`config.mk`:
```
export PLATFORM = sky130hd
export DESIGN_NAME = lidar_packet_decoder
export DESIGN_NICKNAME = d
export VERILOG_FILES = /design/src/sv/lpd_pkg.sv /design/src/sv/lpd_assembler.sv /design/src/sv/lpd_emitter.sv /design/src/sv/lidar_packet_decoder.sv
export SDC_FILE = /design/constraint.sdc
export NUM_CORES = 1
export LEC_CHECK = 0
export BUFFER_PORTS_ARGS = -buffer_cell sky130_fd_sc_hd__buf_2
export CORE_MARGIN = 5
export CORE_UTILIZATION = 40
export DETAILED_ROUTE_END_ITERATION = 10
export SLEW_MARGIN = 30
export SYNTH_ARGS = -nofsm -noshare
export SYNTH_HDL_FRONTEND = slang
export SYNTH_SLANG_ARGS = --single-unit
```
`constraint.sdc`:
```
create_clock -name clk -period 13.85 [get_ports clk]
set_input_delay 0.6925 -clock clk [delete_from_list [all_inputs] [get_ports clk]]
set_output_delay 0.6925 -clock clk [all_outputs]
set_load 0.1 [all_outputs]
```
`src/sv/lpd_pkg.sv`:
```
// shared constants and types of the lidar packet decoder
`timescale 1ns / 1ps
package lpd_pkg;

  localparam logic [7:0] START_BYTE = 8'hFA;
  localparam logic [7:0] INDEX_BASE = 8'hA0;
  localparam logic [7:0] INDEX_TOP  = 8'hF9;

  // byte positions inside a 22-byte packet
  localparam logic [4:0] PKT_LAST_POS = 5'd21;
  localparam logic [4:0] SUM_LAST_POS = 5'd19;

  localparam int BUF_BYTES    = 20;
  localparam int NUM_READINGS = 4;

  localparam logic [7:0] COV_CAP = 8'd181;
  localparam logic [7:0] COV_SAT = 8'd180;
  localparam logic [9:0] DEG_WRAP  = 10'd360;
  localparam logic [9:0] DEG_WRAP2 = 10'd720;

  // register map, index = paddr[3:2]
  localparam logic [1:0] REG_MAX_DIST  = 2'd0;
  localparam logic [1:0] REG_COV_THR   = 2'd1;
  localparam logic [1:0] REG_ANGLE_OFS = 2'd2;

  localparam logic [13:0] MAX_DIST_RST  = 14'd16383;
  localparam logic [7:0]  COV_THR_RST   = 8'd180;
  localparam logic [8:0]  ANGLE_OFS_RST = 9'd90;

  typedef enum logic [1:0] {
    ST_READING  = 2'd0,
    ST_CHECKSUM = 2'd1,
    ST_INDEX    = 2'd2
  } lpd_status_t;

  typedef struct packed {
    logic [7:0]  lo;
    logic [7:0]  hi;
    logic [15:0] qual;
  } lpd_rdg_t;

  typedef struct packed {
    lpd_status_t               status;
    logic [6:0]                pidx;
    logic [9:0]                speed;
    lpd_rdg_t [NUM_READINGS-1:0] rdg;
  } lpd_pkt_t;

  typedef struct packed {
    logic       busy;
    logic [7:0] covered;
    logic       ready_flag;
  } lpd_emit_stat_t;

endpackage

```
`src/sv/lpd_assembler.sv`:
```
// start-byte hunt, byte shift line, running checksum and packet check
`timescale 1ns / 1ps
module lpd_assembler import lpd_pkg::*; (
  input  logic       clk,
  input  logic       rst,
  input  logic       in_fire,
  input  logic [7:0] rx_byte,
  output logic       at_end,
  output logic       pkt_valid,
  output lpd_pkt_t   pkt
);

  logic        in_packet;
  logic [4:0]  byte_count;
  logic [31:0] sum;
  logic [7:0]  shreg [BUF_BYTES];

  logic [16:0] fold;
  logic [15:0] rx_chk;
  logic [7:0]  idx_byte;
  logic [7:0]  idx_off;
  logic [15:0] speed_raw;

  assign at_end    = in_packet && (byte_count == PKT_LAST_POS);
  assign pkt_valid = in_fire && at_end;

  always_ff @(posedge clk) begin
    if (rst) begin
      in_packet  <= 1'b0;
      byte_count <= 5'd0;
      sum        <= 32'd0;
    end else if (in_fire) begin
      if (!in_packet) begin
        if (rx_byte == START_BYTE) begin
          in_packet  <= 1'b1;
          byte_count <= 5'd1;
          sum        <= 32'd0;
        end
      end else begin
        if (at_end) begin
          in_packet  <= 1'b0;
          byte_count <= 5'd0;
        end else begin
          byte_count <= byte_count + 5'd1;
        end
        // odd position holds the high byte of a word
        if (byte_count[0] && byte_count <= SUM_LAST_POS) begin
          sum <= {sum[30:0], 1'b0} + {16'd0, rx_byte, shreg[0]};
        end
      end
    end
  end

  // shreg[k] holds the byte k+1 positions back; at packet end shreg[0] is byte 20
  always_ff @(posedge clk) begin
    if (in_fire) begin
      shreg[0] <= rx_byte;
      for (int k = 1; k < BUF_BYTES; k++) begin
        shreg[k] <= shreg[k-1];
      end
    end
  end

  always_comb begin
    fold      = {2'b00, sum[14:0]} + sum[31:15];
    rx_chk    = {rx_byte, shreg[0]};
    idx_byte  = shreg[19];
    idx_off   = idx_byte - INDEX_BASE;
    speed_raw = {shreg[17], shreg[18]};

    if ({1'b0, fold[14:0]} != rx_chk) begin
      pkt.status = ST_CHECKSUM;
    end else if (idx_byte < INDEX_BASE || idx_byte > INDEX_TOP) begin
      pkt.status = ST_INDEX;
    end else begin
      pkt.status = ST_READING;
    end
    pkt.pidx  = idx_off[6:0];
    pkt.speed = speed_raw[15:6];
    for (int i = 0; i < NUM_READINGS; i++) begin
      pkt.rdg[i].lo   = shreg[16-4*i];
      pkt.rdg[i].hi   = shreg[15-4*i];
      pkt.rdg[i].qual = {shreg[13-4*i], shreg[14-4*i]};
    end
  end

endmodule

```
`src/sv/lpd_emitter.sv`:
```
// packet record, per-reading decode, coverage and bad counters, output register
`timescale 1ns / 1ps
module lpd_emitter import lpd_pkg::*; (
  input  logic           clk,
  input  logic           rst,
  input  logic           pkt_valid,
  input  lpd_pkt_t       pkt,
  input  logic [13:0]    max_distance,
  input  logic [7:0]     coverage_threshold,
  input  logic [8:0]     angle_offset,
  input  logic           out_ready,
  output logic           out_valid,
  output logic [1:0]     status,
  output logic [6:0]     packet_index,
  output logic [8:0]     degree,
  output logic [13:0]    distance,
  output logic           invalid,
  output logic           warning,
  output logic [15:0]    quality,
  output logic           in_range,
  output logic [9:0]     speed_rpm,
  output logic           coverage_ready,
  output logic [15:0]    bad_count,
  output logic           last,
  output lpd_emit_stat_t stat
);

  logic        busy;
  logic [1:0]  sel;
  lpd_pkt_t    rec;
  logic [7:0]  covered;
  logic        ready_flag;
  logic [15:0] bad_readings;

  logic        emit;
  lpd_rdg_t    cur;
  logic        is_err;
  logic        inv;
  logic        rd_ok;
  logic        rd_bad;
  logic [13:0] rd_dist;
  logic        inr;
  logic [9:0]  deg_sum;
  logic [9:0]  deg_wrap;
  logic        last_next;
  logic [7:0]  covered_next;
  logic        ready_flag_next;
  logic [15:0] bad_readings_next;

  assign emit = busy && (!out_valid || out_ready);
  assign stat = '{busy: busy, covered: covered, ready_flag: ready_flag};

  always_comb begin
    cur       = rec.rdg[sel];
    is_err    = (rec.status != ST_READING);
    inv       = cur.hi[7];
    rd_ok     = !is_err && !inv;
    rd_bad    = !is_err && inv;
    rd_dist   = inv ? 14'd0 : {cur.hi[5:0], cur.lo};
    inr       = !inv && (rd_dist != 14'd0) && (rd_dist < max_distance);
    last_next = is_err || (sel == 2'(NUM_READINGS - 1));

    deg_sum = {1'b0, rec.pidx, 2'b00} + {1'b0, angle_offset} + {8'd0, sel};
    if (deg_sum >= DEG_WRAP2) begin
      deg_wrap = deg_sum - DEG_WRAP2;
    end else if (deg_sum >= DEG_WRAP) begin
      deg_wrap = deg_sum - DEG_WRAP;
    end else begin
      deg_wrap = deg_sum;
    end

    covered_next      = covered;
    ready_flag_next   = ready_flag;
    bad_readings_next = bad_readings;
    if (rd_ok) begin
      covered_next    = (covered < COV_CAP) ? covered + 8'd1 : COV_SAT;
      ready_flag_next = ready_flag || (covered_next > coverage_threshold);
    end
    if (rd_bad) begin
      bad_readings_next = bad_readings + 16'd1;
    end
  end

  always_ff @(posedge clk) begin
    if (rst) begin
      busy         <= 1'b0;
      sel          <= 2'd0;
      covered      <= 8'd0;
      ready_flag   <= 1'b0;
      bad_readings <= 16'd0;
      out_valid    <= 1'b0;
    end else begin
      if (pkt_valid) begin
        busy <= 1'b1;
        sel  <= 2'd0;
      end else if (emit) begin
        sel <= sel + 2'd1;
        if (last_next) begin
          busy <= 1'b0;
        end
      end
      if (emit) begin
        covered      <= covered_next;
        ready_flag   <= ready_flag_next;
        bad_readings <= bad_readings_next;
        out_valid    <= 1'b1;
      end else if (out_ready) begin
        out_valid <= 1'b0;
      end
    end
  end

  always_ff @(posedge clk) begin
    if (pkt_valid) begin
      rec <= pkt;
    end
    if (emit) begin
      coverage_ready <= ready_flag_next;
      bad_count      <= bad_readings_next;
      last           <= last_next;
      if (is_err) begin
        status       <= rec.status;
        packet_index <= 7'd0;
        degree       <= 9'd0;
        distance     <= 14'd0;
        invalid      <= 1'b0;
        warning      <= 1'b0;
        quality      <= 16'd0;
        in_range     <= 1'b0;
        speed_rpm    <= 10'd0;
      end else begin
        status       <= ST_READING;
        packet_index <= rec.pidx;
        degree       <= deg_wrap[8:0];
        distance     <= rd_dist;
        invalid      <= inv;
        warning      <= cur.hi[6];
        quality      <= cur.qual;
        in_range     <= inr;
        speed_rpm    <= rec.speed;
      end
    end
  end

endmodule

```
`src/sv/lidar_packet_decoder.sv`:
```
// lidar packet decoder top level: register port, assembler, result emitter
// one byte accepted per cycle while in_ready is high; a packet-ending byte is stored in the
// packet record, then its first result is registered out; the other readings follow one per
// cycle when not stalled; a good packet gives four results, a bad one a single error result
// in_ready drops only when a packet ends while the previous packet's results are still queued
// synchronous reset: hunting for the start byte, counters and flag cleared, registers to defaults
`timescale 1ns / 1ps
module lidar_packet_decoder import lpd_pkg::*; (
  input  logic        clk,
  input  logic        rst,
  input  logic        in_valid,
  output logic        in_ready,
  input  logic [7:0]  rx_byte,
  output logic        out_valid,
  input  logic        out_ready,
  output logic [1:0]  status,
  output logic [6:0]  packet_index,
  output logic [8:0]  degree,
  output logic [13:0] distance,
  output logic        invalid,
  output logic        warning,
  output logic [15:0] quality,
  output logic        in_range,
  output logic [9:0]  speed_rpm,
  output logic        coverage_ready,
  output logic [15:0] bad_count,
  output logic        last,
  input  logic        psel,
  input  logic        penable,
  input  logic        pwrite,
  input  logic [3:0]  paddr,
  input  logic [31:0] pwdata,
  output logic [31:0] prdata,
  output logic        pready
);

  logic [13:0] max_distance;
  logic [7:0]  coverage_threshold;
  logic [8:0]  angle_offset;

  logic           cfg_write;
  logic           in_fire;
  logic           at_end;
  logic           pkt_valid;
  lpd_pkt_t       pkt;
  lpd_emit_stat_t stat;

  assign pready    = 1'b1;
  assign cfg_write = psel && penable && pwrite && pready;

  always_ff @(posedge clk) begin
    if (rst) begin
      max_distance       <= MAX_DIST_RST;
      coverage_threshold <= COV_THR_RST;
      angle_offset       <= ANGLE_OFS_RST;
    end else if (cfg_write) begin
      case (paddr[3:2])
        REG_MAX_DIST:  max_distance       <= pwdata[13:0];
        REG_COV_THR:   coverage_threshold <= pwdata[7:0];
        REG_ANGLE_OFS: angle_offset       <= pwdata[8:0];
        default: ;
      endcase
    end
  end

  always_comb begin
    case (paddr[3:2])
      REG_MAX_DIST:  prdata = {18'd0, max_distance};
      REG_COV_THR:   prdata = {24'd0, coverage_threshold};
      REG_ANGLE_OFS: prdata = {23'd0, angle_offset};
      default:       prdata = 32'd0;
    endcase
  end

  // hold off a packet end only while the emitter still owns a record
  assign in_ready = !(at_end && stat.busy);
  assign in_fire  = in_valid && in_ready;

  lpd_assembler u_asm (
    .clk       (clk),
    .rst       (rst),
    .in_fire   (in_fire),
    .rx_byte   (rx_byte),
    .at_end    (at_end),
    .pkt_valid (pkt_valid),
    .pkt       (pkt)
  );

  lpd_emitter u_emit (
    .clk                (clk),
    .rst                (rst),
    .pkt_valid          (pkt_valid),
    .pkt                (pkt),
    .max_distance       (max_distance),
    .coverage_threshold (coverage_threshold),
    .angle_offset       (angle_offset),
    .out_ready          (out_ready),
    .out_valid          (out_valid),
    .status             (status),
    .packet_index       (packet_index),
    .degree             (degree),
    .distance           (distance),
    .invalid            (invalid),
    .warning            (warning),
    .quality            (quality),
    .in_range           (in_range),
    .speed_rpm          (speed_rpm),
    .coverage_ready     (coverage_ready),
    .bad_count          (bad_count),
    .last               (last),
    .stat               (stat)
  );

  a_pkt_free: assert property (@(posedge clk) disable iff (rst)
    pkt_valid |-> !stat.busy)
    else $error("packet record overwritten while results pending");

  a_ready_sticky: assert property (@(posedge clk) disable iff (rst)
    stat.ready_flag |=> stat.ready_flag)
    else $error("coverage ready flag dropped");

  a_cov_cap: assert property (@(posedge clk) disable iff (rst)
    stat.covered <= COV_CAP)
    else $error("coverage count above cap");

  a_stall_hold: assert property (@(posedge clk) disable iff (rst)
    (stat.busy && out_valid && !out_ready) |=> $stable(stat.covered))
    else $error("coverage count moved while output stalled");

endmodule
```
# Word level (Yosys, flattened, before mapping)
# Memory sizes are Yosys's and may differ from the RTL's.
# Cells that the tools add are included.
# totals
word_cells	128
inputBits	51
reg_bits	322
out_inout_bits	114
ram_bits	160
mem_count	1
# memory_table
memory	depth	word_bits	read_ports	rd_clocked_by_memory_dff	wr	line_no	text
u_asm.shreg	20	8	20	0	20	lpd_assembler.sv:16	logic [7:0] shreg [BUF_BYTES];
# op_classes
n_reduce_logical	35
muxes	26
eq_ne	7
addsub	11
n_lt_le_gt_ge	9
# op_table
operator	count
30-bit 2-to-1 mux	3
32-bit binary-select mux with 2-bit select	1
14-bit case mux with 3 select lines	1
32-bit 2-to-1 mux	1
30-bit by 16-bit adder with 30-bit output	1
9-bit 2-to-1 mux	2
16-bit by 1-bit adder with 16-bit output (second input constant)	1
8-bit < comparator (second input constant)	2
16-bit 2-to-1 mux	1
15-bit by 16-bit != test with 1-bit output	1
15-bit adder	1
5-bit 2-to-1 mux	3
14-bit < comparator	1
14-bit 2-to-1 mux	1
14-bit nonzero test	1
1-bit logical AND	12
2-bit AND reduction	6
1-bit 2-to-1 mux	11
10-bit by 2-bit adder with 10-bit output	1
9-bit by 9-bit adder with 10-bit output	1
10-bit greater-or-equal comparator (second input constant)	1
10-bit by 9-bit greater-or-equal comparator with 1-bit output (second input constant)	1
2-bit nonzero test	5
9-bit by 8-bit subtractor with 9-bit output (second input constant)	1
21 further kinds	28

# Depth between registers and ports, before layout
# Gate-level depths: netlist of the first run.
# depth
word_depth	8
depth_mapped	16
mapped_depth_nobuf	16

# Cells and area by module
# Synthesis of the first run repeated with hierarchy kept, for this count alone.
# hier_totals
cells_unflattened	1490
area_unflattened_um2	20726.1
# by_module_without_submodules
module	seq_area_each_um2	n_inst	area_per_inst_um2	cells_per_inst
lpd_emitter	7367.1	1	10993.0	728
lpd_assembler	5525.3	1	8085.3	575
lidar_packet_decoder	620.6	1	1647.8	187

# Least setup slack after synthesis of the first run
# OpenSTA, ideal clock, no wires.
# synth_path
path_type	reg2reg
start	register u_asm.byte_count[1]
end	register, netlist name u_emit.rec[0]
n_path_buf	1
arrival_ns	9.834
path_stages_with_launch	8
required_time_ns	13.286
setup_slack_ns	3.452
setup_ns	0.564
path_cell_list	dfxtp_1 -> inv_1 -> ha_1 -> and4b_1 -> nand3_1 -> and2_1 -> and3_1 -> clkbuf_1
# synth_via
elab_chain_len	6
# synth_lines
element	line_no	text
start, declared	lpd_assembler.sv:14	logic [4:0] byte_count;
start signal, assigned	lpd_assembler.sv:44	byte_count <= byte_count + 5'd1;
5-bit == test	lpd_assembler.sv:24	assign at_end = in_packet && (byte_count == PKT_LAST_POS);
1-bit logical AND	lpd_assembler.sv:24	
1-bit logical AND	lidar_packet_decoder.sv:76	assign in_ready = !(at_end && stat.busy);
1-bit zero test	lidar_packet_decoder.sv:76	
via in_ready	lidar_packet_decoder.sv:12	output logic in_ready,
1-bit logical AND	lidar_packet_decoder.sv:77	assign in_fire = in_valid && in_ready;
via in_fire	lidar_packet_decoder.sv:42	logic in_fire;
1-bit logical AND	lpd_assembler.sv:25	assign pkt_valid = in_fire && at_end;
via pkt_valid	lidar_packet_decoder.sv:44	logic pkt_valid;
# The timed path passes the listed nets, and every way through them passes these cells.
# A chain may end at the register's enable or synchronous reset.

# Worst setup path after layout of the first run
# layout_path
start	register u_emit.sel[0]
end	register u_emit.in_range, data pin
# layout_via
elab_chain_len	6
elab_cells_between_ends	8
classes_between	order compare (1); mux (3); reduce/logical (4)
# layout_lines
element	line_no	text
start, declared	lpd_emitter.sv:29	logic [1:0] sel;
start signal, assigned	lpd_emitter.sv:97	sel <= sel + 2'd1;
32-bit binary-select mux with 2-bit select *	lpd_emitter.sv:54	cur = rec.rdg[sel];
32-bit 2-to-1 mux (not written as such) *	lpd_emitter.sv:54	
14-bit 2-to-1 mux *	lpd_emitter.sv:59	rd_dist = inv ? 14'd0 : {cur.hi[5:0], cur.lo};
via u_emit.rd_dist[2]	lpd_emitter.sv:41	logic [13:0] rd_dist;
branches (longest 2 deep; another with 14-bit < comparator)	--	
1-bit logical AND *	lpd_emitter.sv:60	inr = !inv && (rd_dist != 14'd0) && (rd_dist < max_distance);
end signal, assigned	lpd_emitter.sv:139	in_range <= inr;
end, declared	lpd_emitter.sv:20	output logic in_range,
# Mark *: on every way through the listed nets, which the timed path passes. The select of a mux whose other input is x is not followed.

==> results summary, run 1 <==
The share of the synthesized area in the top cell type came out at 56.63%. The number of buffers added for setup after CTS is 0. Setup violations remaining at the end of the flow were counted as 0. The critical path data arrival time is 3.99 ns. The measured slew at the worst slew-check pin is 0.9343 ns. The synthesized cell area came out at 0.02047 sq mm. The number of buffers created by CTS is 49. The worst setup path is launched from a flip-flop. The floorplan has 83 rows. Setup repair after global routing left no endpoint under its margin. The global-route usage over all layers is 14.94%.

The clock latency on the worst-skew pair is 0.59 ns. The flow ran to the end, and the final reports show no timing, DRC or antenna violations. The analysis attributes to cell leakage a power of 8.476 nW. The global-route wire length before repair is 66370 microns. Across all hold checks on the routed design, the worst slack comes to 0.3138 ns. The post-route netlist has 16.99% of its cells at a drive strength greater than 1. The core area came out at 0.05099 sq mm. The number of H-tree levels is 2.

The effective utilization at floorplan came out at 40.14%. The final count of hold timing violations came out at 0. The path with the worst hold slack has its endpoint at max_distance[9]$_SDFFE_PP1P_. The max-capacitance violation count is 0.

The maximum cell stage delay along the critical path is 0.64 ns. The fill cell instance count of the final layout is 4490. In this run the most critical hold path is launched from pwdata[9]. The worst reg-to-reg path cell count is 11.

The clock sink count came out at 482. The synthesized instance count is 1461. The mean routed wirelength per cell came out at 18.54 microns. The count of boundary I/O pins came out at 165. The post-cts gate resize count came out at 0.

For this run, the post-layout net count is 1722. The most numerous cell in the Yosys netlist is sky130_fd_sc_hd__edfxtp_1. The dominant cell type by count on the critical path is sky130_fd_sc_hd__o21bai_1. In this run the tightest slew margin relative to its limit is 37.71%. In the final timing run, aggregate negative setup slack is 0 ns. sky130_fd_sc_hd__edfxtp_1 takes more of the synthesized area than any other cell.

The number of placed instances, taps included, is 2227. The count of flip-flops with a built-in enable after synthesis came out at 386. In this run the clock root is driven by a sky130_fd_sc_hd__clkbuf_16. Based on the critical path, the design can be clocked at up to 281.0 MHz. The critical path is of the flip-flop to flip-flop type. The HPWL after detailed placement came out at 28560 microns. After synthesis, the cell types taking the most area are sky130_fd_sc_hd__edfxtp_1, sky130_fd_sc_hd__dfxtp_1, sky130_fd_sc_hd__ha_1. The maximum clock skew at final layout came out at 0.02266 ns. The count of placed standard cells in the final layout, fillers left out came out at 2317.

The number of buffers and inverters on the critical path is 1. In this run the tool buffered the top-level ports with 125 buffer cells. The data required time of the critical path is 14.28 ns. The count of pins over their slew limit is 0. The worst path uses 25.70% of the clock period. The post-route minimum period came out at 3.559 ns. The total vias in the final route is 11890. The worst hold-check path type is input pin to flip-flop.

Traced cell by cell, the critical path runs through buf_4 -> mux4_2 -> nor2b_1 -> ha_1 -> nand2_1 -> a21oi_1 -> a2111oi_1 -> o21bai_1 -> a221oi_1 -> o21bai_1 -> a31oi_1. In this run the critical register-to-register path is launched from u_emit.sel[0]$_SDFFE_PP0P_. The register bit total from synthesis is 482.

Once detail routing completed, the nets flagged for antenna violations numbered 0. The clock passes through at most 3 buffers. TritonCTS built the clock tree. The worst hold path stage count is 2.

The total congestion overflow came out at 0. The final standard cell utilization of the core came out at 45.75%. The mean instance size in the synthesized netlist came out at 14.01 sq um. The routability-driven placement congestion ratio came out at 0.8518.

Power spread over the standard cell area amounts to 127.4 mW/mm^2. The slowest cell on the critical path is sky130_fd_sc_hd__mux4_2. The detail-routed via count per cell is 5.132. After detailed routing, the number of remaining DRC violations is 0.

The capturing element type of the critical path is a flip-flop. The via count of the first global-routing pass came to 11460. The vertical extent of the die came out at 236.2 microns.

For flop-to-flop paths, the worst setup slack is 10.29 ns. The area enclosed by the die boundary came out at 0.05580 sq mm. For this block, the routed nets add up to 42970 microns of wire. The dominant delay contributor by cell family on the critical path is compound AO/OA/AOI/OAI gates. The initial antenna violation count came out at 1. The peak supply drop came out at 89.01 uV. The share of synthesized area occupied by flip-flops and latches came out at 66.01%.

The first-pass iteration count of the detailed router is 5. The x dimension of the die came out at 236.2 microns. Entering global routing, the biggest net connects 85 pins. The warning count from the yosys run came out at 0.

For this block, the initial DRC count from the detailed router was 702. The top flip-flop cell by instance count after synthesis is sky130_fd_sc_hd__edfxtp_1. Compared with the post-synthesis result, the final layout area differs by 13.96%. The maximum fanout along the worst path is 30. The number of different library cells in the post-synthesis netlist came out at 87. The clock slew at the register clock pins of the worst setup and hold paths came out at 0.06 ns.

The cts-stage hold buffer count came out at 0. After synthesis, the most frequently instantiated cells are sky130_fd_sc_hd__edfxtp_1, sky130_fd_sc_hd__nand2_1, sky130_fd_sc_hd__dfxtp_1. The endpoint of the worst register-to-register path is u_emit.in_range$_SDFFCE_PP0P_.

The fraction of registers with async set or reset after synthesis is 0%.
[layer usage]
metal	part of all wire (%)	vias to the layer above	track usage, %
li1	-	5704	-
met4	2.7	0	4.810
met5	0	-	0
met2	47	273	23.90
met1	45	5841	20.56
met3	4.9	73	3.204
[stage by stage]
stage / cell area, sq um / total power, mW / worst slack [ns]
after floorplan: 20530 / 1.719 / 3.452
after global placement: 21780 / 1.742 / 10.29
after detailed placement: 21790 / 1.744 / 10.27
after CTS: 23320 / 3.014 / 10.23
after global routing: 23330 / 3.085 / 9.970
final: 23330 / 2.973 / 10.29
[state kept, by name (all words and copies together), names as in the netlist, 2 cells and up]
name,flops
u_emit.status,2
u_emit.degree,9
u_asm.shreg,160
u_emit.covered,8
u_emit.sel,2
u_emit.bad_readings,16
u_emit.quality,16
u_emit.distance,14
u_asm.byte_count,5
max_distance,14
angle_offset,9
u_emit.bad_count,16
u_asm.sum,30
u_emit.rec,147
u_emit.speed_rpm,10
u_emit.packet_index,7
coverage_threshold,8
[worst max-delay path by stage]
| stage | cells after the start | slack (ns) | start | to |
|---|---|---|---|---|
| after floorplan | 7 | 3.45 | u_asm.byte_count[1]$_SDFFE_PP0P_ | u_emit.rec[0]$_DFFE_PP_ |
| after CTS | 11 | 10.23 | u_emit.sel[0]$_SDFFE_PP0P_ | u_emit.in_range$_SDFFCE_PP0P_ |
| after detailed placement | 11 | 10.27 | u_emit.sel[0]$_SDFFE_PP0P_ | u_emit.in_range$_SDFFCE_PP0P_ |
| after global placement | 11 | 10.29 | u_emit.sel[0]$_SDFFE_PP0P_ | u_emit.in_range$_SDFFCE_PP0P_ |
| final | 11 | 10.29 | u_emit.sel[0]$_SDFFE_PP0P_ | u_emit.in_range$_SDFFCE_PP0P_ |
| after global routing | 11 | 9.97 | u_emit.sel[0]$_SDFFE_PP0P_ | u_emit.in_range$_SDFFCE_PP0P_ |
[power breakdown]
part | internal (mW) | switching [mW]
clock network | 0.704 | 0.555
registers | 1.59 | 0.0171
logic | 0.0217 | 0.0843
[kinds of logic (layout without fill, tap and decap cells)]
logic type	after synthesis	in the layout	synth area share [%]
DFF	482	482	66.01
and+or+nand+nor	400	400	10.15
AOI/OAI and AO/OA	257	257	8.558
buffers and inverters	111	269	2.500
xor gates and xnor gates	84	84	3.668
adders and majority gates	73	73	4.572
muxes	52	52	4.499
other	2	20	0.03669
[layout make-up]
| type | count | area (sq um) | share of cell area [%] |
|---|---|---|---|
| flip-flops and latches | 482 | 13520 | 57.94 |
| multi-input cells | 885 | 6540 | 28.04 |
| clock buffers | 59 | 1284 | 5.503 |
| well taps | 680 | 850.8 | 3.647 |
| repair buffers | 138 | 734.5 | 3.148 |
| clock inverters | 30 | 240.2 | 1.030 |
| inverters | 42 | 160.2 | 0.6865 |
| diodes | 1 | 2.502 | 0.01073 |
[cell usage in the layout (no fill, tap or decap), types with 9 or more instances in the layout]
cell	instances
sky130_fd_sc_hd__a21o_1	15
sky130_fd_sc_hd__nor2b_1	27
sky130_fd_sc_hd__mux2i_1	20
sky130_fd_sc_hd__nand3_1	23
sky130_fd_sc_hd__mux4_2	32
sky130_fd_sc_hd__edfxtp_1	386
sky130_fd_sc_hd__nor3_1	24
sky130_fd_sc_hd__buf_4	10
sky130_fd_sc_hd__a21oi_1	63
sky130_fd_sc_hd__o21a_1	13
sky130_fd_sc_hd__inv_1	41
sky130_fd_sc_hd__xnor2_1	52
sky130_fd_sc_hd__nand2b_1	11
sky130_fd_sc_hd__conb_1	19
sky130_fd_sc_hd__buf_2	125
sky130_fd_sc_hd__a211o_1	27
sky130_fd_sc_hd__and3_1	12
sky130_fd_sc_hd__clkinv_1	9
sky130_fd_sc_hd__and2_1	54
sky130_fd_sc_hd__o21ai_0	62
sky130_fd_sc_hd__ha_1	70
sky130_fd_sc_hd__dfxtp_1	94
sky130_fd_sc_hd__clkinv_2	10
sky130_fd_sc_hd__nor2_1	81
sky130_fd_sc_hd__clkbuf_16	49
sky130_fd_sc_hd__nand2_1	100
sky130_fd_sc_hd__xor2_1	30
sky130_fd_sc_hd__or3_1	12
sky130_fd_sc_hd__nand4_1	18
Note: power is estimated with default switching activity, not from simulation.
==> inputs of run 2 (changes only) <==
clock period = 2.9 ns   (was 13.85 ns; I/O delays follow)
==> results summary, run 2 (synthesized netlist as in run 1, its figures left out) <==
Result of the run: finished, final reports clean (unchanged). The final count of negative-setup-slack endpoints came to 0 (unchanged). The HPWL after detailed placement is 30900 microns (was 28560 microns). The vertical extent of the die came out at 236.2 microns (unchanged). The first element of the critical path is u_emit.sel[0]$_SDFFE_PP0P_ (unchanged). Unrepaired setup endpoints after global routing: true (was false). The count of pins over their slew limit came to 0 (unchanged).

The register ranked first by flip-flop count is u_asm.shreg (unchanged). The initial antenna violation count came out at 0 (was 1). The maximum clock skew at final layout is 0.01686 ns (was 0.02266 ns).

The global-route usage over all layers is 15.84% (was 14.94%). The iteration-0 DRC count of the detailed router came out at 717 (was 702). The number of input and output port buffers inserted is 125 (unchanged).

The total power consumption of the routed design is 14.73 mW (was 2.973 mW). Cell-by-cell listing of the critical path: ha_4 -> fa_2 -> a21o_4 -> a21oi_4 -> xnor2_4 -> inv_2 -> ha_4 -> a31oi_4 -> buf_4 -> buf_4 -> buf_4 -> buf_4 -> nand2_1 -> a41oi_2 -> nor3_1 (was buf_4 -> mux4_2 -> nor2b_1 -> ha_1 -> nand2_1 -> a21oi_1 -> a2111oi_1 -> o21bai_1 -> a221oi_1 -> o21bai_1 -> a31oi_1). The total vias in the final route was 12330 (was 11890). The met3 layer wire length in the routed design came to 2055 microns (was 2107 microns). Regs by FF count: u_asm.shreg x160, u_emit.rec x147, u_asm.sum x30 (unchanged). The routability-driven placement congestion ratio is 0.8582 (was 0.8518).

The measured slew at the worst slew-check pin is 1.017 ns (was 0.9343 ns). The dominant delay contributor by cell family on the critical path is compound AO/OA/AOI/OAI gates (unchanged). The max-capacitance violation count came out at 0 (unchanged).

The detailed-route wire length was 45450 microns (was 42970 microns). The x dimension of the die came out at 236.2 microns (unchanged). The most common cell after layout, fill and taps aside is sky130_fd_sc_hd__edfxtp_1 (unchanged). The clock root buffer is sky130_fd_sc_hd__clkbuf_16 (unchanged).

The maximum fanout along the worst path came to 4 (was 30). The clock sink count is 482 (unchanged). The final standard cell utilization of the core is 48.58% (was 45.75%).

The routed wire length on met2 is 21640 microns (was 20260 microns). The number of buffers created by CTS is 51 (was 49). The post-detailed-route count of antenna-violating nets was 0 (unchanged). The part of the total power dissipated in the clock network was 43.9% (was 42.4%).

The area enclosed by the die boundary is 0.05580 sq mm (unchanged). The global-route wire length before repair was 70820 microns (was 66370 microns). The cell internal power dissipation came out at 11.43 mW (was 2.316 mW). The clock slew at the register clock pins of the worst setup and hold paths came to 0.06 ns (about the same). The combined flip-flop and latch cell area is 0.01353 sq mm (was 0.01352 sq mm). The capturing element type of the critical path is a flip-flop (unchanged). The portion of total power attributed to combinational logic came out at 4.0% (was 3.6%). The clock latency on the worst-skew pair is 0.60 ns (was 0.59 ns). The slowest cell on the critical path is sky130_fd_sc_hd__fa_2 (was sky130_fd_sc_hd__mux4_2). The dominant cell type by count on the critical path was sky130_fd_sc_hd__buf_4 (was sky130_fd_sc_hd__o21bai_1). The origin of the worst min-delay path is penable (was pwdata[9]). The highest clock frequency the design can meet came out at 350.1 MHz (was 281.0 MHz). The number of H-tree levels came to 2 (unchanged). The maximum number of pins on one net before global-route repair was 162 (was 85).

The detail-routed via count per cell came to 5.104 (was 5.132). The remaining design rule violation count is 0 (unchanged). The worst hold-check path type was input pin to flip-flop (unchanged). The sum of routed wire segments on met1 came out at 20830 microns (was 19450 microns). The switching share of total power came out at 22.40% (was 22.09%). The worst-case clock buffer depth came out at 3 (unchanged). The layout cell share with drive strength beyond 1 was 24.31% (was 16.99%). The antenna diode count is 0 (was 1).

The core area came to 0.05099 sq mm (unchanged). The count of boundary I/O pins is 165 (unchanged). Highest-count cells in the layout ignoring fill and taps: sky130_fd_sc_hd__edfxtp_1, sky130_fd_sc_hd__buf_2, sky130_fd_sc_hd__nand2_1 (unchanged).

The kind of critical path is flip-flop to flip-flop (unchanged). The standby leakage power is 8.925 nW (was 8.476 nW). The peak supply drop came out at 496.4 uV (was 89.01 uV). The element type at the critical path start was a flip-flop (unchanged). The maximum cell stage delay along the critical path is 0.36 ns (was 0.64 ns). The post-route minimum period is 2.856 ns (was 3.559 ns). The period utilization came out at 98.49% (was 25.70%). The sequential share of power is 52.1% (was 54.1%). The synthesis-to-layout area growth is 21.00% (was 13.96%). The worst relative slew slack came out at 32.17% (was 37.71%).

The data required time of the critical path came out at 3.23 ns (was 14.28 ns). The first-pass iteration count of the detailed router is 5 (unchanged). The final count of hold timing violations came out at 0 (unchanged). The critical register-to-register path startpoint is u_emit.sel[0]$_SDFFE_PP0P_ (unchanged). The clock tree from TritonCTS is yes (unchanged). The net switching component of the power was 3.300 mW (was 656.8 uW). The mean routed wirelength per cell is 18.81 microns (was 18.54 microns). The fill cell instance count of the final layout is 4383 (was 4490). The total congestion overflow came to 0 (unchanged). The multi-input gate area in the final layout came out at 0.006913 sq mm (was 0.006540 sq mm). The cell area power density came to 594.9 mW/mm^2 (was 127.4 mW/mm^2). The flip-flop count of the largest register, all copies and words added is 160 (unchanged). The tightest hold margin was 0.2643 ns (was 0.3138 ns). The via count of the first global-routing pass was 12270 (was 11460). The uppermost layer routed was met4 (unchanged). The effective utilization at floorplan came to 40.14% (unchanged).

The critical path data arrival time is 3.19 ns (was 3.99 ns). The standard-cell row count is 83 (unchanged). The net count reported at finish is 1817 (was 1722). The number of buffer and inverter stages on the critical path came out at 5 (was 1).
run 2: metrics by stage:
step                worst slack (ns)  instances    TNS, ns  area [sq um]
floorplan                    -0.6077       1478    -102.93         20680
CTS                        -0.003179       2404  -0.003179         24420
global route                -0.06236       2416    -0.2736         24770
global placement            -0.09584       2277    -0.1910         22340
finish                       0.04370       2416          0         24770
detailed placement          -0.09653       2277    -0.2785         22340
run 2: per-layer routing:
layer,GRT usage [%],up-vias
li1,-,5889
met1,22.36,6087
met2,25.80,286
met3,2.666,70
met4,3.988,0
met5,0,-
run 2: tightest hold or removal path, stage by stage:
cell	delay, ns
sky130_fd_sc_hd__buf_2	0.09
sky130_fd_sc_hd__nand3_1	0.13
sky130_fd_sc_hd__nor3b_1	0.07
sky130_fd_sc_hd__buf_4	0.19
sky130_fd_sc_hd__nor2_1	0.09
sky130_fd_sc_hd__a211o_1	0.10
run 2: path summary, 6_finish.rpt:
kind | slack (ns) | end | depth (start not counted)
max | 0.04 | u_emit.degree[6]$_SDFFCE_PP0P_ | 15
min | 0.26 | coverage_threshold[5]$_SDFFE_PP1P_ | 6
max reg2reg | 0.04 | u_emit.degree[6]$_SDFFCE_PP0P_ | 15
min reg2reg | 0.42 | u_asm.shreg[4][27]$_DFFE_PP_ | 0
run 2: area by class of cell:
cell class	instances	share of cell area [%]
Clock inverter	36	1.425
Tap cell	680	3.435
Inverter	42	0.6466
Timing Repair Buffer	231	6.476
Multi-Input combinational cell	885	27.91
Sequential cell	482	54.62
Clock buffer	60	5.491
run 2: repair_timing:
item / 4_1_cts / 5_1_grt
gates cloned: 0 / 0
hold buffers: 25 / 0
endpoints found under the hold margin: 44 / 0
setup buffers: 6 / 12
resized for setup: 8 / 54
pin swaps: 11 / 20
endpoints found under the setup margin: 4 / 11
run 2: power by group through the flow:
stage | clock network, mW | registers, mW | logic (mW)
2_1_floorplan | 0 | 7.78 | 0.420
3_5_place_dp | 0 | 7.82 | 0.534
4_1_cts | 6.64 | 7.68 | 0.571
5_1_grt | 6.94 | 7.69 | 0.622
3_3_place_gp | 0 | 7.82 | 0.529
6_report | 6.47 | 7.67 | 0.587
==> inputs of run 3 (changes only) <==
CAP_MARGIN = 20   (was unset)
clock period = 3.35 ns   (was 2.9 ns; I/O delays follow)
==> results summary, run 3 (synthesized netlist as in run 1, its figures left out) <==
The clock tree from TritonCTS is yes (unchanged). The global-route usage over all layers is 15.17% (was 15.84%). The clock root buffer was sky130_fd_sc_hd__clkbuf_16 (unchanged). The portion of total power attributed to combinational logic is 3.7% (was 4.0%). The x dimension of the die came out at 236.2 microns (unchanged). The via count of the first global-routing pass came to 11920 (was 12270). The total vias in the final route came to 12040 (was 12330).

The measured slew at the worst slew-check pin came to 0.9711 ns (was 1.017 ns). The kind of critical path is flip-flop to flip-flop (unchanged). The slowest cell on the critical path is sky130_fd_sc_hd__edfxtp_1 (was sky130_fd_sc_hd__fa_2). The flip-flop count of the largest register, all copies and words added is 160 (unchanged).

The maximum fanout along the worst path is 6 (was 4). The worst hold-check path type is input pin to flip-flop (unchanged). The remaining design rule violation count came out at 0 (unchanged). The tightest hold margin is 0.2293 ns (was 0.2643 ns). The capturing element type of the critical path is a flip-flop (unchanged). The count of pins over their slew limit came out at 0 (unchanged).

The final count of hold timing violations came to 0 (unchanged). The final standard cell utilization of the core came to 46.81% (was 48.58%). Cell-by-cell listing of the critical path: ha_1 -> nand3_1 -> o2111ai_1 -> xor2_1 -> inv_1 -> ha_1 -> o21a_1 -> nor3_1 -> o21ai_1 -> o311a_1 -> o21a_1 (was ha_4 -> fa_2 -> a21o_4 -> a21oi_4 -> xnor2_4 -> inv_2 -> ha_4 -> a31oi_4 -> buf_4 -> buf_4 -> buf_4 -> buf_4 -> nand2_1 -> a41oi_2 -> nor3_1). The max-capacitance violation count is 0 (unchanged).

The worst relative slew slack was 35.26% (was 32.17%). The mean routed wirelength per cell came to 18.43 microns (was 18.81 microns). The maximum number of pins on one net before global-route repair is 162 (unchanged). The register ranked first by flip-flop count is u_asm.shreg (unchanged). The effective utilization at floorplan came to 40.14% (unchanged). The sequential share of power came to 52.5% (was 52.1%). The final count of negative-setup-slack endpoints was 0 (unchanged). The total power consumption of the routed design is 12.66 mW (was 14.73 mW). The cell internal power dissipation came out at 9.919 mW (was 11.43 mW). Highest-count cells in the layout ignoring fill and taps: sky130_fd_sc_hd__edfxtp_1, sky130_fd_sc_hd__buf_2, sky130_fd_sc_hd__nand2_1 (unchanged). The worst-case clock buffer depth is 3 (unchanged). The number of buffers created by CTS came to 48 (was 51). The detailed-route wire length is 43340 microns (was 45450 microns).

The most common cell after layout, fill and taps aside is sky130_fd_sc_hd__edfxtp_1 (unchanged). The critical path data arrival time came out at 3.48 ns (was 3.19 ns). The post-route minimum period is 3.138 ns (was 2.856 ns). The global-route wire length before repair is 67530 microns (was 70820 microns). The part of the total power dissipated in the clock network came out at 43.8% (was 43.9%). The first-pass iteration count of the detailed router came to 5 (unchanged). The data required time of the critical path is 3.69 ns (was 3.23 ns). The synthesis-to-layout area growth came to 16.61% (was 21.00%). The count of boundary I/O pins came out at 165 (unchanged).

The final cell area excluding filler cells is 0.02387 sq mm (was 0.02477 sq mm). The period utilization came out at 93.67% (was 98.49%). The clock sink count came to 482 (unchanged).

The maximum cell stage delay along the critical path was 0.46 ns (was 0.36 ns). The clock slew at the register clock pins of the worst setup and hold paths is 0.06 ns (about the same). The HPWL after detailed placement was 29340 microns (was 30900 microns). The iteration-0 DRC count of the detailed router came out at 762 (was 717). The maximum clock skew at final layout came out at 0.02058 ns (was 0.01686 ns). The clock latency on the worst-skew pair came out at 0.59 ns (was 0.60 ns).

The highest clock frequency the design can meet came out at 318.7 MHz (was 350.1 MHz). The net switching component of the power came out at 2.739 mW (was 3.300 mW). The element type at the critical path start was a flip-flop (unchanged). The layout cell share with drive strength beyond 1 is 17.94% (was 24.31%). The routability-driven placement congestion ratio came out at 0.8897 (was 0.8582). The fill cell instance count of the final layout is 4413 (was 4383). The post-detailed-route count of antenna-violating nets came out at 0 (unchanged). The number of input and output port buffers inserted is 125 (unchanged). The cell area power density came out at 530.3 mW/mm^2 (was 594.9 mW/mm^2).

The vertical extent of the die is 236.2 microns (unchanged). The standby leakage power came out at 8.592 nW (was 8.925 nW). The core area is 0.05099 sq mm (unchanged). The total congestion overflow came out at 0 (unchanged). The antenna diode count was 0 (unchanged). The area enclosed by the die boundary is 0.05580 sq mm (unchanged).

Result of the run: finished, final reports clean (unchanged). The number of H-tree levels is 2 (unchanged). The net count reported at finish is 1757 (was 1817). Regs by FF count: u_asm.shreg x160, u_emit.rec x147, u_asm.sum x30 (unchanged). The switching share of total power was 21.64% (was 22.40%).

The initial antenna violation count was 0 (unchanged). The standard-cell row count is 83 (unchanged). Unrepaired setup endpoints after global routing: false (was true). The total cell area at the placement stage came to 0.02195 sq mm (was 0.02234 sq mm). The detail-routed via count per cell was 5.120 (was 5.104).

The setup TNS after final layout came out at 0 ns (unchanged). The peak supply drop was 390.9 uV (was 496.4 uV).
-- run 3: per-stage QoR --
| step | std cells | setup slack [ns] |
|---|---|---|
| 2_1_floorplan | 1478 | -0.1579 |
| 3_3_place_gp | 2237 | 0.2207 |
| 3_5_place_dp | 2237 | 0.1864 |
| 4_1_cts | 2351 | 0.1656 |
| 5_1_grt | 2352 | 0.02527 |
| 6_report | 2352 | 0.2120 |
-- run 3: cell type report --
type	count	area (sq um)	area share, %
repair buffers	174	1119	4.686
multi-input cells	885	6568	27.51
flip-flops and latches	482	13520	56.63
inverters	42	160.2	0.6710
clock inverters	29	367.9	1.541
clock buffers	60	1287	5.394
well taps	680	850.8	3.565
-- run 3: power groups by stage --
stage / registers (mW) / logic [mW] / clock network, mW
2_1_floorplan: 6.74 / 0.361 / 0
3_3_place_gp: 6.77 / 0.437 / 0
3_5_place_dp: 6.77 / 0.441 / 0
4_1_cts: 6.65 / 0.465 / 5.72
5_1_grt: 6.65 / 0.495 / 5.97
6_report: 6.64 / 0.464 / 5.55
-- run 3: path summary, 6_finish.rpt --
kind / start / end / slack, ns / depth (start not counted)
max: u_emit.rec[138]$_DFFE_PP_ / u_emit.degree[7]$_SDFFCE_PP0P_ / 0.21 / 11
max reg2reg: u_emit.rec[138]$_DFFE_PP_ / u_emit.degree[7]$_SDFFCE_PP0P_ / 0.21 / 11
min reg2reg: u_asm.shreg[4][19]$_DFFE_PP_ / u_asm.shreg[4][27]$_DFFE_PP_ / 0.42 / 0
min: penable / angle_offset[5]$_SDFFE_PP0P_ / 0.23 / 5
-- run 3: routing by layer --
metal | vias to the layer above | routed length, microns | track usage, %
met5 | - | 0 | 0
met4 | 0 | 897 | 4.023
met3 | 64 | 1857 | 2.818
met2 | 240 | 20990 | 24.96
met1 | 5960 | 19600 | 20.92
li1 | 5779 | - | -
-- run 3: timing repair --
action | CTS | global route
endpoints found under the setup margin | 0 | 3
hold buffers | 25 | 0
setup buffers | 0 | 1
endpoints found under the hold margin | 43 | 0
resized for setup | 0 | 2
-- run 3: critical path: cells and delay by family, from the launching register on --
kind / cells / cell delay (ns)
flops: 1 / 0.46
buf+inv: 1 / 0.14
xor+xnor: 1 / 0.41
simple gates: 2 / 0.35
compound gates: 5 / 0.81
fa+ha+maj: 2 / 0.71
